**config.mk**
```make
export PLATFORM = sky130hd
export DESIGN_NAME = cartridge_bank_mapper_with_irq_counter_flat
export DESIGN_NICKNAME = d
export VERILOG_FILES = /design/src/rtl/cbm_pkg.sv /design/src/rtl/cbm_if.sv /design/src/rtl/cbm_map.sv /design/src/rtl/cbm_state.sv /design/src/rtl/cartridge_bank_mapper_with_irq_counter.sv /design/src/flat_wrapper.sv
export SDC_FILE = /design/constraint.sdc
export NUM_CORES = 1
export LEC_CHECK = 0
export BUFFER_PORTS_ARGS = -buffer_cell sky130_fd_sc_hd__buf_2
export CORE_MARGIN = 2
export CORE_UTILIZATION = 45
export CTS_CLUSTER_DIAMETER = 60
export DETAILED_ROUTE_END_ITERATION = 16
export MAX_ROUTING_LAYER = met4
export PLACE_DENSITY = 0.71
export SYNTH_ARGS = -nofsm -noshare
export SYNTH_HDL_FRONTEND = slang
export SYNTH_SLANG_ARGS = --single-unit
```
**constraint.sdc**
```tcl
create_clock -name clk_i -period 2.3 [get_ports clk_i]
set_input_delay 0.115 -clock clk_i [delete_from_list [all_inputs] [get_ports clk_i]]
set_output_delay 0.115 -clock clk_i [all_outputs]
set_load 0.01 [all_outputs]
```
**src/rtl/cbm_pkg.sv**
```systemverilog
// ----------------------------------------------------------------------------
// cbm_pkg
// Types, codes and reset values shared by the bank mapper files.
// ----------------------------------------------------------------------------
package cbm_pkg;

  localparam int unsigned OpW     = 3;
  localparam int unsigned AddrW   = 16;
  localparam int unsigned DataW   = 8;
  localparam int unsigned KindW   = 3;
  localparam int unsigned OffW    = 13;
  localparam int unsigned CtrW    = 16;
  localparam int unsigned CfgIdxW = 4;
  localparam int unsigned NumPrg  = 3;
  localparam int unsigned NumChr  = 12;

  typedef enum logic [OpW-1:0] {
    OpCpuWrite = 3'd0,
    OpCpuRead  = 3'd1,
    OpTick     = 3'd2,
    OpXlateCpu = 3'd3,
    OpXlatePpu = 3'd4
  } op_e;

  typedef enum logic [KindW-1:0] {
    KindNone      = 3'd0,
    KindPrgRom    = 3'd1,
    KindWorkRam   = 3'd2,
    KindChrRom    = 3'd3,
    KindChrRam    = 3'd4,
    KindNametable = 3'd5
  } kind_e;

  typedef enum logic [CfgIdxW-1:0] {
    CfgChrRam    = 4'd0,
    CfgExtraVram = 4'd1
  } cfg_idx_e;

  localparam logic [3:0]      PageCtr     = 4'h5;
  localparam logic [2:0]      SegWram     = 3'b011;
  localparam logic [2:0]      SegPrgRegs  = 3'b111;
  localparam logic [1:0]      PrgRegProt  = 2'd3;
  localparam logic [1:0]      PrgSlotLast = 2'd3;
  localparam logic [3:0]      ProtUnlock  = 4'h4;
  localparam logic [7:0]      PrgMask     = 8'h3F;
  localparam logic [7:0]      ChrHighBase = 8'hE0;
  localparam logic [5:0]      PpuSlotEnd  = 6'd12;
  localparam logic [CtrW-1:0] CtrTop      = 16'hFFFF;
  localparam logic [CtrW-1:0] CtrLast     = 16'hFFFE;

  typedef struct packed {
    logic [OpW-1:0]   op;
    logic [AddrW-1:0] addr;
    logic [DataW-1:0] wdata;
  } item_t;

  typedef struct packed {
    logic [DataW-1:0] read_data;
    logic             read_handled;
    logic             irq_line;
    logic             wram_ok;
    logic [KindW-1:0] kind;
    logic [7:0]       bank;
    logic [OffW-1:0]  offset;
  } rsp_t;

  typedef struct packed {
    logic              chr_ram;
    logic              extra_vram;
    logic [NumPrg-1:0][7:0] prg;
    logic [NumChr-1:0][7:0] chr;
    logic [7:0]        prot;
    logic [CtrW-1:0]   ctr;
    logic              irq;
  } st_t;

  typedef struct packed {
    logic             chr_we;
    logic [3:0]       chr_idx;
    logic             prg_we;
    logic [1:0]       prg_idx;
    logic             prot_we;
    logic             ctr_lo_we;
    logic             ctr_hi_we;
    logic             ctr_inc;
    logic             irq_set;
    logic             irq_clr;
    logic [DataW-1:0] data;
  } upd_t;

  localparam st_t StRst = '{
    chr_ram:    1'b0,
    extra_vram: 1'b0,
    prg:        {8'hFE, 8'hFD, 8'hFC},
    chr:        {8'hE1, 8'hE0, 8'hE1, 8'hE0, 8'h07, 8'h06,
                 8'h05, 8'h04, 8'h03, 8'h02, 8'h01, 8'h00},
    prot:       8'hFF,
    ctr:        16'h0000,
    irq:        1'b0
  };

endpackage

```
**src/rtl/cbm_if.sv**
```systemverilog
// ----------------------------------------------------------------------------
// cbm_if
// Request, response and configuration channels of the bank mapper.
// ----------------------------------------------------------------------------
interface cbm_req_if import cbm_pkg::*; ();
  logic             valid;
  logic             ready;
  logic [OpW-1:0]   operation;
  logic [AddrW-1:0] address;
  logic [DataW-1:0] write_data;

  modport source (output valid, output operation, output address, output write_data,
                  input ready);
  modport sink   (input valid, input operation, input address, input write_data,
                  output ready);
endinterface

interface cbm_rsp_if import cbm_pkg::*; ();
  logic             valid;
  logic             ready;
  logic [DataW-1:0] read_data;
  logic             read_handled;
  logic             irq_line;
  logic             work_ram_write_ok;
  logic [KindW-1:0] target_kind;
  logic [7:0]       target_bank;
  logic [OffW-1:0]  target_offset;

  modport source (output valid, output read_data, output read_handled, output irq_line,
                  output work_ram_write_ok, output target_kind, output target_bank,
                  output target_offset, input ready);
  modport sink   (input valid, input read_data, input read_handled, input irq_line,
                  input work_ram_write_ok, input target_kind, input target_bank,
                  input target_offset, output ready);
endinterface

interface cbm_cfg_if import cbm_pkg::*; ();
  logic               valid;
  logic               ready;
  logic [CfgIdxW-1:0] index;
  logic [DataW-1:0]   data;

  modport source (output valid, output index, output data, input ready);
  modport sink   (input valid, input index, input data, output ready);
endinterface

```
**src/rtl/cbm_map.sv**
```systemverilog
// ----------------------------------------------------------------------------
// cbm_map
// Decodes one request against the current state: result fields and state update.
// ----------------------------------------------------------------------------
module cbm_map import cbm_pkg::*; (
  input  item_t item_i,
  input  st_t   st_i,
  output rsp_t  rsp_o,
  output upd_t  upd_o
);

  logic       wram_ok;
  logic [1:0] prg_slot;
  logic [7:0] prg_bank;
  logic [7:0] chr_val;
  logic       chr_force;

  assign wram_ok = (item_i.addr[15:13] == SegWram) && (st_i.prot[7:4] == ProtUnlock)
                   && !st_i.prot[item_i.addr[12:11]];

  assign prg_slot = item_i.addr[14:13];
  assign prg_bank = (prg_slot == PrgSlotLast) ? PrgMask : (st_i.prg[prg_slot] & PrgMask);

  assign chr_val   = st_i.chr[item_i.addr[13:10]];
  assign chr_force = (item_i.addr[13:12] == 2'b00) ? st_i.prg[1][6] :
                     (item_i.addr[13:12] == 2'b01) ? st_i.prg[1][7] : 1'b0;

  always_comb begin
    rsp_o          = '0;
    upd_o          = '0;
    upd_o.data     = item_i.wdata;
    rsp_o.irq_line = st_i.irq;
    case (item_i.op)
      OpCpuWrite: begin
        rsp_o.wram_ok = wram_ok;
        if (item_i.addr[15:12] == PageCtr) begin
          upd_o.ctr_hi_we = item_i.addr[11];
          upd_o.ctr_lo_we = !item_i.addr[11];
          upd_o.irq_clr   = 1'b1;
          rsp_o.irq_line  = 1'b0;
        end else if (item_i.addr[15:12] inside {[4'h8:4'hD]}) begin
          upd_o.chr_we  = 1'b1;
          upd_o.chr_idx = item_i.addr[14:11];
        end else if (item_i.addr[15:13] == SegPrgRegs) begin
          if (item_i.addr[12:11] == PrgRegProt) begin
            upd_o.prot_we = 1'b1;
          end else begin
            upd_o.prg_we  = 1'b1;
            upd_o.prg_idx = item_i.addr[12:11];
          end
        end
      end
      OpCpuRead: begin
        if (item_i.addr[15:12] == PageCtr) begin
          rsp_o.read_handled = 1'b1;
          rsp_o.read_data    = item_i.addr[11] ? st_i.ctr[15:8] : st_i.ctr[7:0];
        end
      end
      OpTick: begin
        if (st_i.ctr[15] && (st_i.ctr != CtrTop)) begin
          upd_o.ctr_inc = 1'b1;
          if (st_i.ctr == CtrLast) begin
            upd_o.irq_set  = 1'b1;
            rsp_o.irq_line = 1'b1;
          end
        end
      end
      OpXlateCpu: begin
        rsp_o.wram_ok = wram_ok;
        if (item_i.addr[15]) begin
          rsp_o.kind   = KindPrgRom;
          rsp_o.bank   = prg_bank;
          rsp_o.offset = item_i.addr[12:0];
        end else if (item_i.addr[15:13] == SegWram) begin
          rsp_o.kind   = KindWorkRam;
          rsp_o.offset = item_i.addr[12:0];
        end
      end
      OpXlatePpu: begin
        if (item_i.addr[15:10] < PpuSlotEnd) begin
          rsp_o.offset = {3'b000, item_i.addr[9:0]};
          if ((chr_val < ChrHighBase) || chr_force) begin
            rsp_o.kind = KindChrRom;
            rsp_o.bank = chr_val;
          end else if (st_i.chr_ram) begin
            rsp_o.kind = KindChrRam;
            rsp_o.bank = chr_val;
          end else begin
            rsp_o.kind = KindNametable;
            rsp_o.bank = {6'b000000, st_i.extra_vram & chr_val[1], chr_val[0]};
          end
        end
      end
      default: begin
        rsp_o.irq_line = st_i.irq;
      end
    endcase
  end

endmodule

```
**src/rtl/cbm_state.sv**
```systemverilog
// ----------------------------------------------------------------------------
// cbm_state
// Bank, protect, counter and configuration registers with their update logic.
// ----------------------------------------------------------------------------
module cbm_state import cbm_pkg::*; (
  input  logic  clk_i,
  input  logic  rst_ni,
  cbm_cfg_if.sink cfg_i,
  input  logic  fire_i,
  input  upd_t  upd_i,
  output st_t   st_o
);

  st_t  st_q, st_d;
  logic cfg_fire;

  assign cfg_i.ready = 1'b1;
  assign cfg_fire    = cfg_i.valid && cfg_i.ready;

  always_comb begin
    st_d = st_q;
    if (cfg_fire) begin
      case (cfg_i.index)
        CfgChrRam:    st_d.chr_ram    = cfg_i.data[0];
        CfgExtraVram: st_d.extra_vram = cfg_i.data[0];
        default:      st_d = st_q;
      endcase
    end
    if (fire_i) begin
      if (upd_i.chr_we)    st_d.chr[upd_i.chr_idx] = upd_i.data;
      if (upd_i.prg_we)    st_d.prg[upd_i.prg_idx] = upd_i.data;
      if (upd_i.prot_we)   st_d.prot               = upd_i.data;
      if (upd_i.ctr_lo_we) st_d.ctr[7:0]           = upd_i.data;
      if (upd_i.ctr_hi_we) st_d.ctr[15:8]          = upd_i.data;
      if (upd_i.ctr_inc)   st_d.ctr                = st_q.ctr + 16'd1;
      if (upd_i.irq_set)   st_d.irq                = 1'b1;
      if (upd_i.irq_clr)   st_d.irq                = 1'b0;
    end
  end

  always_ff @(posedge clk_i or negedge rst_ni) begin
    if (!rst_ni) begin
      st_q <= StRst;
    end else begin
      st_q <= st_d;
    end
  end

  assign st_o = st_q;

  a_irq_at_top: assert property (@(posedge clk_i) disable iff (!rst_ni)
    st_q.irq |-> (st_q.ctr == CtrTop))
    else $error("interrupt raised while counter is not at top");

  a_ctr_idle: assert property (@(posedge clk_i) disable iff (!rst_ni)
    !fire_i |=> $stable(st_q.ctr))
    else $error("counter moved without a request");

  a_irq_clear: assert property (@(posedge clk_i) disable iff (!rst_ni)
    (fire_i && upd_i.irq_clr) |=> !st_q.irq)
    else $error("counter write did not clear the interrupt");

endmodule

```
**src/rtl/cartridge_bank_mapper_with_irq_counter.sv**
```systemverilog
// ----------------------------------------------------------------------------
// cartridge_bank_mapper_with_irq_counter
// Bank mapper with a 16-bit cycle counter interrupt.
// Path: an accepted request is held in the input register, decoded, and then
// registered in the response register; a waiting response can stall it.
// Throughput: one request per cycle while responses are accepted; the input
// and response registers let a new request enter while a response waits.
// Reset: banks to power-on values, protect 0xFF, counter and interrupt clear,
// configuration bits clear; no clearing pass.
// ----------------------------------------------------------------------------
module cartridge_bank_mapper_with_irq_counter import cbm_pkg::*; (
  input  logic    clk_i,
  input  logic    rst_ni,
  cbm_req_if.sink   req_i,
  cbm_rsp_if.source rsp_o,
  cbm_cfg_if.sink   cfg_i
);

  logic  s1_valid_q, s1_valid_d;
  item_t s1_item_q;
  logic  out_valid_q, out_valid_d;
  rsp_t  out_q;
  logic  req_fire;
  logic  advance;
  st_t   st;
  rsp_t  rsp;
  upd_t  upd;

  assign advance     = s1_valid_q && (!out_valid_q || rsp_o.ready);
  assign req_i.ready = !s1_valid_q || advance;
  assign req_fire    = req_i.valid && req_i.ready;

  always_comb begin
    s1_valid_d = s1_valid_q;
    if (req_fire) begin
      s1_valid_d = 1'b1;
    end else if (advance) begin
      s1_valid_d = 1'b0;
    end
    out_valid_d = out_valid_q;
    if (advance) begin
      out_valid_d = 1'b1;
    end else if (rsp_o.ready) begin
      out_valid_d = 1'b0;
    end
  end

  always_ff @(posedge clk_i or negedge rst_ni) begin
    if (!rst_ni) begin
      s1_valid_q  <= 1'b0;
      out_valid_q <= 1'b0;
    end else begin
      s1_valid_q  <= s1_valid_d;
      out_valid_q <= out_valid_d;
    end
  end

  always_ff @(posedge clk_i) begin
    if (req_fire) begin
      s1_item_q <= '{op: req_i.operation, addr: req_i.address, wdata: req_i.write_data};
    end
    if (advance) begin
      out_q <= rsp;
    end
  end

  cbm_map u_map (
    .item_i (s1_item_q),
    .st_i   (st),
    .rsp_o  (rsp),
    .upd_o  (upd)
  );

  cbm_state u_state (
    .clk_i  (clk_i),
    .rst_ni (rst_ni),
    .cfg_i  (cfg_i),
    .fire_i (advance),
    .upd_i  (upd),
    .st_o   (st)
  );

  assign rsp_o.valid             = out_valid_q;
  assign rsp_o.read_data         = out_q.read_data;
  assign rsp_o.read_handled      = out_q.read_handled;
  assign rsp_o.irq_line          = out_q.irq_line;
  assign rsp_o.work_ram_write_ok = out_q.wram_ok;
  assign rsp_o.target_kind       = out_q.kind;
  assign rsp_o.target_bank       = out_q.bank;
  assign rsp_o.target_offset     = out_q.offset;

  a_stall_holds: assert property (@(posedge clk_i) disable iff (!rst_ni)
    !req_i.ready |-> (s1_valid_q && out_valid_q))
    else $error("request stalled with a free stage");

  a_advance_fills: assert property (@(posedge clk_i) disable iff (!rst_ni)
    advance |=> out_valid_q)
    else $error("advanced request lost before response");

  a_irq_tracks: assert property (@(posedge clk_i) disable iff (!rst_ni)
    advance |=> (out_q.irq_line == st.irq))
    else $error("response interrupt differs from state");

endmodule
```
**src/flat_wrapper.sv**
```systemverilog
// flat-port wrapper written by rule: the top's interface ports become plain ports
module cartridge_bank_mapper_with_irq_counter_flat import cbm_pkg::*;
  (clk_i, rst_ni, req_i_valid, req_i_operation, req_i_address, req_i_write_data, req_i_ready, rsp_o_valid, rsp_o_read_data, rsp_o_read_handled, rsp_o_irq_line, rsp_o_work_ram_write_ok, rsp_o_target_kind, rsp_o_target_bank, rsp_o_target_offset, rsp_o_ready, cfg_i_valid, cfg_i_index, cfg_i_data, cfg_i_ready);
  cbm_req_if req_i_i ();
  cbm_rsp_if rsp_o_i ();
  cbm_cfg_if cfg_i_i ();
  input  logic clk_i;
  input  logic rst_ni;
  input wire logic [$bits(req_i_i.valid)-1:0] req_i_valid;
  input wire logic [$bits(req_i_i.operation)-1:0] req_i_operation;
  input wire logic [$bits(req_i_i.address)-1:0] req_i_address;
  input wire logic [$bits(req_i_i.write_data)-1:0] req_i_write_data;
  output wire logic [$bits(req_i_i.ready)-1:0] req_i_ready;
  output wire logic [$bits(rsp_o_i.valid)-1:0] rsp_o_valid;
  output wire logic [$bits(rsp_o_i.read_data)-1:0] rsp_o_read_data;
  output wire logic [$bits(rsp_o_i.read_handled)-1:0] rsp_o_read_handled;
  output wire logic [$bits(rsp_o_i.irq_line)-1:0] rsp_o_irq_line;
  output wire logic [$bits(rsp_o_i.work_ram_write_ok)-1:0] rsp_o_work_ram_write_ok;
  output wire logic [$bits(rsp_o_i.target_kind)-1:0] rsp_o_target_kind;
  output wire logic [$bits(rsp_o_i.target_bank)-1:0] rsp_o_target_bank;
  output wire logic [$bits(rsp_o_i.target_offset)-1:0] rsp_o_target_offset;
  input wire logic [$bits(rsp_o_i.ready)-1:0] rsp_o_ready;
  input wire logic [$bits(cfg_i_i.valid)-1:0] cfg_i_valid;
  input wire logic [$bits(cfg_i_i.index)-1:0] cfg_i_index;
  input wire logic [$bits(cfg_i_i.data)-1:0] cfg_i_data;
  output wire logic [$bits(cfg_i_i.ready)-1:0] cfg_i_ready;
  assign req_i_i.valid = req_i_valid;
  assign req_i_i.operation = req_i_operation;
  assign req_i_i.address = req_i_address;
  assign req_i_i.write_data = req_i_write_data;
  assign req_i_ready = req_i_i.ready;
  assign rsp_o_valid = rsp_o_i.valid;
  assign rsp_o_read_data = rsp_o_i.read_data;
  assign rsp_o_read_handled = rsp_o_i.read_handled;
  assign rsp_o_irq_line = rsp_o_i.irq_line;
  assign rsp_o_work_ram_write_ok = rsp_o_i.work_ram_write_ok;
  assign rsp_o_target_kind = rsp_o_i.target_kind;
  assign rsp_o_target_bank = rsp_o_i.target_bank;
  assign rsp_o_target_offset = rsp_o_i.target_offset;
  assign rsp_o_i.ready = rsp_o_ready;
  assign cfg_i_i.valid = cfg_i_valid;
  assign cfg_i_i.index = cfg_i_index;
  assign cfg_i_i.data = cfg_i_data;
  assign cfg_i_ready = cfg_i_i.ready;
  cartridge_bank_mapper_with_irq_counter u_core (.clk_i(clk_i), .rst_ni(rst_ni), .req_i(req_i_i), .rsp_o(rsp_o_i), .cfg_i(cfg_i_i));
endmodule
```
---- Word level (Yosys, flattened, before mapping) ----
Cells that the tools add are included.
storage, ports and cells
  flip-flop bits (word level) ............. 211
  logic and storage cells ................. 139
  bits of input ports ..................... 44
  RAM bits ................................ 0
  ROM bits ................................ 0
  memories ................................ 0
  bits in latches ......................... 0
cells by class
  magnitude comparators ................... 11
  bitwise operators ....................... 1
  $add $sub $neg .......................... 1
  shift operators ......................... 0
  divide/modulo/power cells ............... 0
  multipliers ............................. 0
  eq/ne operators ......................... 14
  muxes and demuxes ....................... 56
  reductions and logical operators ........ 24
operators by type and width
  kind                                                                   count
  145-bit 2-to-1 mux                                                     1
  96-bit bitwise mux                                                     1
  96-bit 2-to-1 mux                                                      1
  8-bit 2-to-1 mux                                                       7
  24-bit 2-to-1 mux                                                      2
  24-bit case mux with 2 select lines                                    1
  8-bit binary-select mux with 4-bit select                              1
  8-bit demux with 4-bit select                                          1
  13-bit 2-to-1 mux                                                      2
  24-bit bitwise mux                                                     1
  11-bit 2-to-1 mux                                                      2
  6-bit 2-to-1 mux                                                       3
  9-bit 2-to-1 mux                                                       2
  1-bit 2-to-1 mux                                                       17
  16-bit by 1-bit adder with 16-bit output, second input constant        1
  8-bit binary-select mux with 2-bit select                              1
  8-bit demux with 2-bit select                                          1
  16-bit equality test, second input constant                            1
  16-bit 2-to-1 mux                                                      1
  16-bit != test, second input constant                                  1
  4-bit by 5-bit < comparator with 1-bit output, second input constant   2
  3-bit by 2-bit equality test with 1-bit output, second input constant  3
  4-bit by 3-bit equality test with 1-bit output, second input constant  2
  1-bit logical AND                                                      8
  28 further kinds                                                       44

---- Logic depth before layout (Yosys ltp) ----
  depth after elaboration ................. 13
  gate-level depth with buffers ........... 9
  gate-level depth less buffers ........... 7

---- Modules after synthesis ----
A second synthesis with hierarchy kept.
second synthesis, totals
  cell total of the unflattened synthesis .. 694
  area, all modules ....................... 9939.5 µm²
modules (own cells, without submodules)
  module                                  area an instance (µm²)  cells an instance  times used  sequential area each (µm²)
  cbm_state                               6272.3                  434                1           3746.1
  cartridge_bank_mapper_with_irq_counter  1965.6                  70                 1           1911.8
  cbm_map                                 1701.6                  190                1           0.0

---- Least setup slack after synthesis ----
OpenSTA, ideal clock, no wires.
  path kind ............................... flip-flop to flip-flop
  start ................................... register u_core.s1_item_q[18] in the netlist's numbering
  end ..................................... register u_core.out_q, in the netlist u_core.rsp_o.target_bank[2], data pin
  period minus slack after synthesis ...... 2.131 ns
  stages on the path, launching flop included .. 8
  data required time ...................... 2.033 ns
  path buffers ............................ 2
  setup time .............................. 0.267 ns
  arrival ................................. 1.864 ns
  setup slack ............................. 0.169 ns
  cell sequence ........................... edfxtp_1 -> buf_6 -> buf_12 -> mux2i_1 -> mux4_2 -> o22a_2 -> nor4_4 -> o31ai_1
between the ends
  word-level cells in the longest chain between the ends .. 7
RTL lines
  item                                       line                                          source
  start, declared                            cartridge_bank_mapper_with_irq_counter.sv:20  item_t s1_item_q;
  start signal, assigned                     cartridge_bank_mapper_with_irq_counter.sv:60  s1_item_q <= '{op: req_i.operation, addr: req_i.address, wdata: req_i.write_data};
  8-bit binary-select mux with 4-bit select  cbm_map.sv:24                                 assign chr_val = st_i.chr[item_i.addr[13:10]];
  8-bit 2-to-1 mux (implied by the code)     cbm_map.sv:24
  8-bit < comparator                         cbm_map.sv:82                                 if ((chr_val < ChrHighBase) || chr_force) begin
  1-bit logical OR                           cbm_map.sv:82
  11-bit 2-to-1 mux                          cbm_map.sv:82
  24-bit 2-to-1 mux *                        cbm_map.sv:80                                 if (item_i.addr[15:10] < PpuSlotEnd) begin
  24-bit case mux with 2 select lines *      cbm_map.sv:33                                 case (item_i.op)
  end signal, assigned                       cartridge_bank_mapper_with_irq_counter.sv:63  out_q <= rsp;
  end, declared                              cartridge_bank_mapper_with_irq_counter.sv:22  rsp_t out_q;
Mark *: on every way between the ends. The rest lies on a longest branch, timed or not. The select of a mux whose other input is x is not followed.
A chain may end at the register's enable or synchronous reset.

---- Worst setup path after layout ----
  start ................................... register u_core.s1_item_q[23] in the netlist's numbering
  end ..................................... register u_core.u_state.st_q, in the netlist u_core.u_state.st_o[77]
between the ends
  word-level cells in the longest chain between the ends .. 12
RTL lines
  item                                                                                                                                          line             source
  4-bit >= comparator / 4-bit less-or-equal comparator (equally long branches)                                                                  cbm_map.sv:41    end else if (item_i.addr[15:12] inside {[4'h8:4'hD]}) begin
  1-bit logical AND                                                                                                                             cbm_map.sv:41
  5-bit 2-to-1 mux                                                                                                                              cbm_map.sv:41
  9-bit 2-to-1 mux *                                                                                                                            cbm_map.sv:36    if (item_i.addr[15:12] == PageCtr) begin
  11-bit 2-to-1 mux *                                                                                                                           cbm_map.sv:33
  4-bit by 5-bit < comparator with 1-bit output (implied by the code) / 4-bit by 1-bit >= comparator with 1-bit output (equally long branches)  cbm_state.sv:30  if (upd_i.chr_we) st_d.chr[upd_i.chr_idx] = upd_i.data;
  1-bit logical AND (implied by the code)                                                                                                       cbm_state.sv:30
  8-bit 2-to-1 mux (implied by the code)                                                                                                        cbm_state.sv:30
  8-bit demux with 4-bit select                                                                                                                 cbm_state.sv:30
  96-bit bitwise mux                                                                                                                            cbm_state.sv:30
  96-bit 2-to-1 mux *                                                                                                                           cbm_state.sv:30
  145-bit 2-to-1 mux *                                                                                                                          cbm_state.sv:29  if (fire_i) begin
  end signal, assigned                                                                                                                          cbm_state.sv:43  st_q <= StRst;
  end signal, assigned                                                                                                                          cbm_state.sv:45  st_q <= st_d;
  end, declared                                                                                                                                 cbm_state.sv:14  st_t st_q, st_d;
Mark *: on every way between the ends. The rest lies on a longest branch, timed or not.

==> results.sh <==
export IMPL_grt_pass1_wl_um=36560
export IMPL_tritoncts="built"
export IMPL_core_area_mm2=0.02089
export IMPL_maxCapViolCount=0
export IMPL_final_nets=877
export IMPL_antenna_found_initial=0
export IMPL_hold_path_class="in2reg"
export IMPL_final_setup_viol_count=0
export IMPL_final_min_clock_period_ns=2.224
export IMPL_synth_seq_area_share=0.5825
export IMPL_start_kind="register"
export IMPL_drc=0
export IMPL_top_layer="met4"
export IMPL_cp_end_kind="register"
export IMPL_tightest_slew_ns=0.9233
export IMPL_relSlewSlack=0.3845
export IMPL_synth_ff_type="dfrtp_1"
export IMPL_rows=53
export IMPL_n_antenna_cell=0
export IMPL_cp_slowest_cell="edfxtp_1"
export IMPL_synth_seq_cells=207
export IMPL_whs_ns=0.07631
export IMPL_grt_pass1_vias=6535
export IMPL_fin_area_mm2=0.01176
export IMPL_die_w_um=149.5
export IMPL_syn_inst=681
export IMPL_cts_max_level=1
export IMPL_root_buffer="clkbuf_16"
export IMPL_p_leak_nw=5.103
export IMPL_critPathRequiredTime_ns=2.71
export IMPL_start_util=0.4564
export IMPL_dieHeight_um=149.5
export IMPL_preCtsSetupSlack_ns=0.03711
export IMPL_layout_drive_gt1_share=0.4611
export IMPL_dr_pass1_iters=5
export IMPL_wl_met3_um=1274
export IMPL_place_congestion=0.8993
export IMPL_area_growth_pct=23.40
export IMPL_num_vias=6373
export IMPL_postRouteAntennaNets=0
export IMPL_setup_slack_ns=0.07605
export IMPL_worstRegToRegCells=5
export IMPL_critical_path_cell_chain="nor2b_1 -> and4_1 -> nor3b_4 -> nand3_2 -> mux2_2"
export IMPL_finalWirelength_um=22960
export IMPL_critPathKind="reg2reg"
export IMPL_rsz0062_at_grt="yes"
export IMPL_wl_met2_um=10820
export IMPL_drt_met1_wl_um=10080
export IMPL_clock_path_buffers=3
export IMPL_finalCritPeriodShare=0.9669
export IMPL_hold_path_depth=4
export IMPL_cts_sinks=207
export IMPL_grt_max_degree=60
export IMPL_clkTransAtPathRegs_ns=0.06
export IMPL_drtIter0Drc=396
export IMPL_place_inst=1039
export IMPL_setup_tns_final_ns=0
export IMPL_fin_worst_skew_ns=0.01931
export IMPL_synth_area_per_cell_um2=14.00
export IMPL_fmax_mhz=449.7
export IMPL_synth_cell_area_mm2=0.009533
export IMPL_cp_slowest_stage_delay_ns=0.46
export IMPL_final_cells=1123
export IMPL_viasPerCell=5.675
export IMPL_worstPathMaxFanout=8
export IMPL_place_area_mm2=0.01053
export IMPL_final_common_cell="mux2_2"
export IMPL_run_status="complete, no violations"
export IMPL_postSynth_asyncResetShare=0.7005
export IMPL_grt_overflow=0
export IMPL_grt_usage=0.2174
export IMPL_synth_edf_count=62
export IMPL_routedWlPerCell_um=20.44
export IMPL_syn_nets=727
export IMPL_dp_hpwl_um=14970
export IMPL_port_buffers=73
export IMPL_final_cell_mix="mux2_2 (131), dfrtp_1 (95), buf_2 (72)"
export IMPL_cts_buffers=23
export IMPL_dieArea_mm2=0.02236
export IMPL_peakVddDrop_mv=0.4838
export IMPL_yosysWarnings=0
export IMPL_clock_latency_ns=0.53
export IMPL_hold_viol=0
export IMPL_io_pins=82
export IMPL_cp_arrival_ns=2.63
export IMPL_synth_cell_types=64
export IMPL_maxSlewViolCount=0
export IMPL_p_per_area_mw_per_mm2=781.0
routing by layer:
| metal | up-vias | GRT usage |
|---|---|---|
| met4 | 0 | 0.08619 |
| li1 | 2863 | - |
| met5 | - | - |
| met2 | 209 | 0.3390 |
| met1 | 3252 | 0.2883 |
| met3 | 49 | 0.03293 |
area by class of cell:
class	instances	area, µm²
Clock inverter	6	97.59
Fill cell	1659	9125
Multi-Input combinational cell	424	3766
Clock buffer	36	705.7
Tap cell	275	344.1
Sequential cell	207	5553
Timing Repair Buffer	164	1256
Inverter	11	41.29
sequential cells by signal, summed over array words and instances (netlist names):
register / cells
u_core.u_state.st_o: 143
u_core.s1_item_q: 27
u_core.rsp_o.irq_line: 1
u_core.rsp_o.target_bank: 8
u_core.rsp_o.target_offset: 13
u_core.rsp_o.valid: 1
u_core.rsp_o.read_data: 8
u_core.rsp_o.target_kind: 3
u_core.s1_valid_q: 1
u_core.rsp_o.work_ram_write_ok: 1
u_core.rsp_o.read_handled: 1
critical path: cells and delay by family, from the launching register on:
kind	cells	cell delay, ns
flip-flops	1	0.46
AND/OR/NAND/NOR	4	1.29
multiplexers	1	0.36
cell usage after synthesis (2+ instances only):
cell | instances | area, µm²
mux2_2 | 131 | 1475
dfrtp_1 | 95 | 2377
edfxtp_1 | 62 | 1862
dfstp_2 | 50 | 1314
nor2_1 | 29 | 108.9
mux2i_1 | 22 | 220.2
nand2_1 | 22 | 82.58
mux4_2 | 21 | 473.0
nor2b_1 | 21 | 131.4
clkbuf_1 | 19 | 71.32
nand3_1 | 18 | 90.09
o22ai_1 | 18 | 112.6
and3_1 | 15 | 93.84
a21oi_1 | 14 | 70.07
buf_2 | 13 | 65.06
o21ai_0 | 13 | 65.06
inv_1 | 11 | 41.29
nor3_1 | 8 | 40.04
nand2b_1 | 7 | 43.79
nor4_1 | 6 | 37.54
a22oi_1 | 5 | 37.54
and2_1 | 5 | 31.28
nand4_1 | 5 | 31.28
a22o_1 | 4 | 35.03
nor2_2 | 4 | 25.02
o211ai_1 | 4 | 30.03
o2bb2ai_1 | 4 | 35.03
o31ai_1 | 4 | 30.03
a211oi_1 | 3 | 22.52
a2bb2oi_1 | 3 | 26.28
and4_1 | 2 | 17.52
buf_1 | 2 | 7.510
buf_4 | 2 | 15.01
buf_6 | 2 | 22.52
ha_1 | 2 | 25.02
mux2_1 | 2 | 22.52
nand3_2 | 2 | 20.02
nor3_2 | 2 | 20.02
nor3_4 | 2 | 32.53
nor4_4 | 2 | 42.54
o21ai_1 | 2 | 10.01
timing repair:
| action | 4_1_cts | 5_1_grt |
|---|---|---|
| gates resized for setup | 0 | 9 |
| setup endpoints to repair | 1 | 41 |
| hold buffers | 34 | 0 |
| hold endpoints to repair | 87 | 0 |
| pin swaps | 0 | 4 |
| buffers inserted | 3 | 5 |
per-stage QoR:
stage,power (W),utilization
final,0.009188,0.5632
after global routing,0.009541,0.5632
after CTS,0.009225,0.5598
after detailed placement,0.005348,0.5040
after global placement,0.005327,0.5040
after floorplan,0.004946,-
power by group:
group / leakage, nW / switching, W / internal [W] / total (W)
combinational: 2.32 / 0.000495 / 0.000476 / 0.000971
clock: 0.392 / 0.00147 / 0.00234 / 0.00382
sequential: 2.39 / 0.000283 / 0.00412 / 0.00440
path summary, 6_finish.rpt:
kind | from | endpoint | slack [ns]
min in group asynchronous | rst_ni | u_core.u_state.st_o[0] | 0.15
min | rsp_o_ready | u_core.rsp_o.valid | 0.08
min reg2reg | u_core.u_state.st_o[45] | u_core.u_state.st_o[45] | 0.50
max in group asynchronous | rst_ni | u_core.u_state.st_o[141] | 1.31
max reg2reg | u_core.s1_item_q[23] | u_core.u_state.st_o[77] | 0.08
max | u_core.s1_item_q[23] | u_core.u_state.st_o[77] | 0.08
logic make-up (layout without fill, tap and decap cells):
| logic type | after synthesis | in the layout | synth area share |
|---|---|---|---|
| other cells | 1 | 1 | 0.0003934 |
| buf+inv | 50 | 217 | 0.02546 |
| fa+ha+maj | 2 | 2 | 0.002625 |
| mux | 176 | 176 | 0.2298 |
| compound gates | 88 | 88 | 0.06261 |
| simple gates | 156 | 156 | 0.09568 |
| flops | 207 | 207 | 0.5825 |
| xor+xnor | 1 | 1 | 0.0009189 |
(Power assumes the default switching activity.)
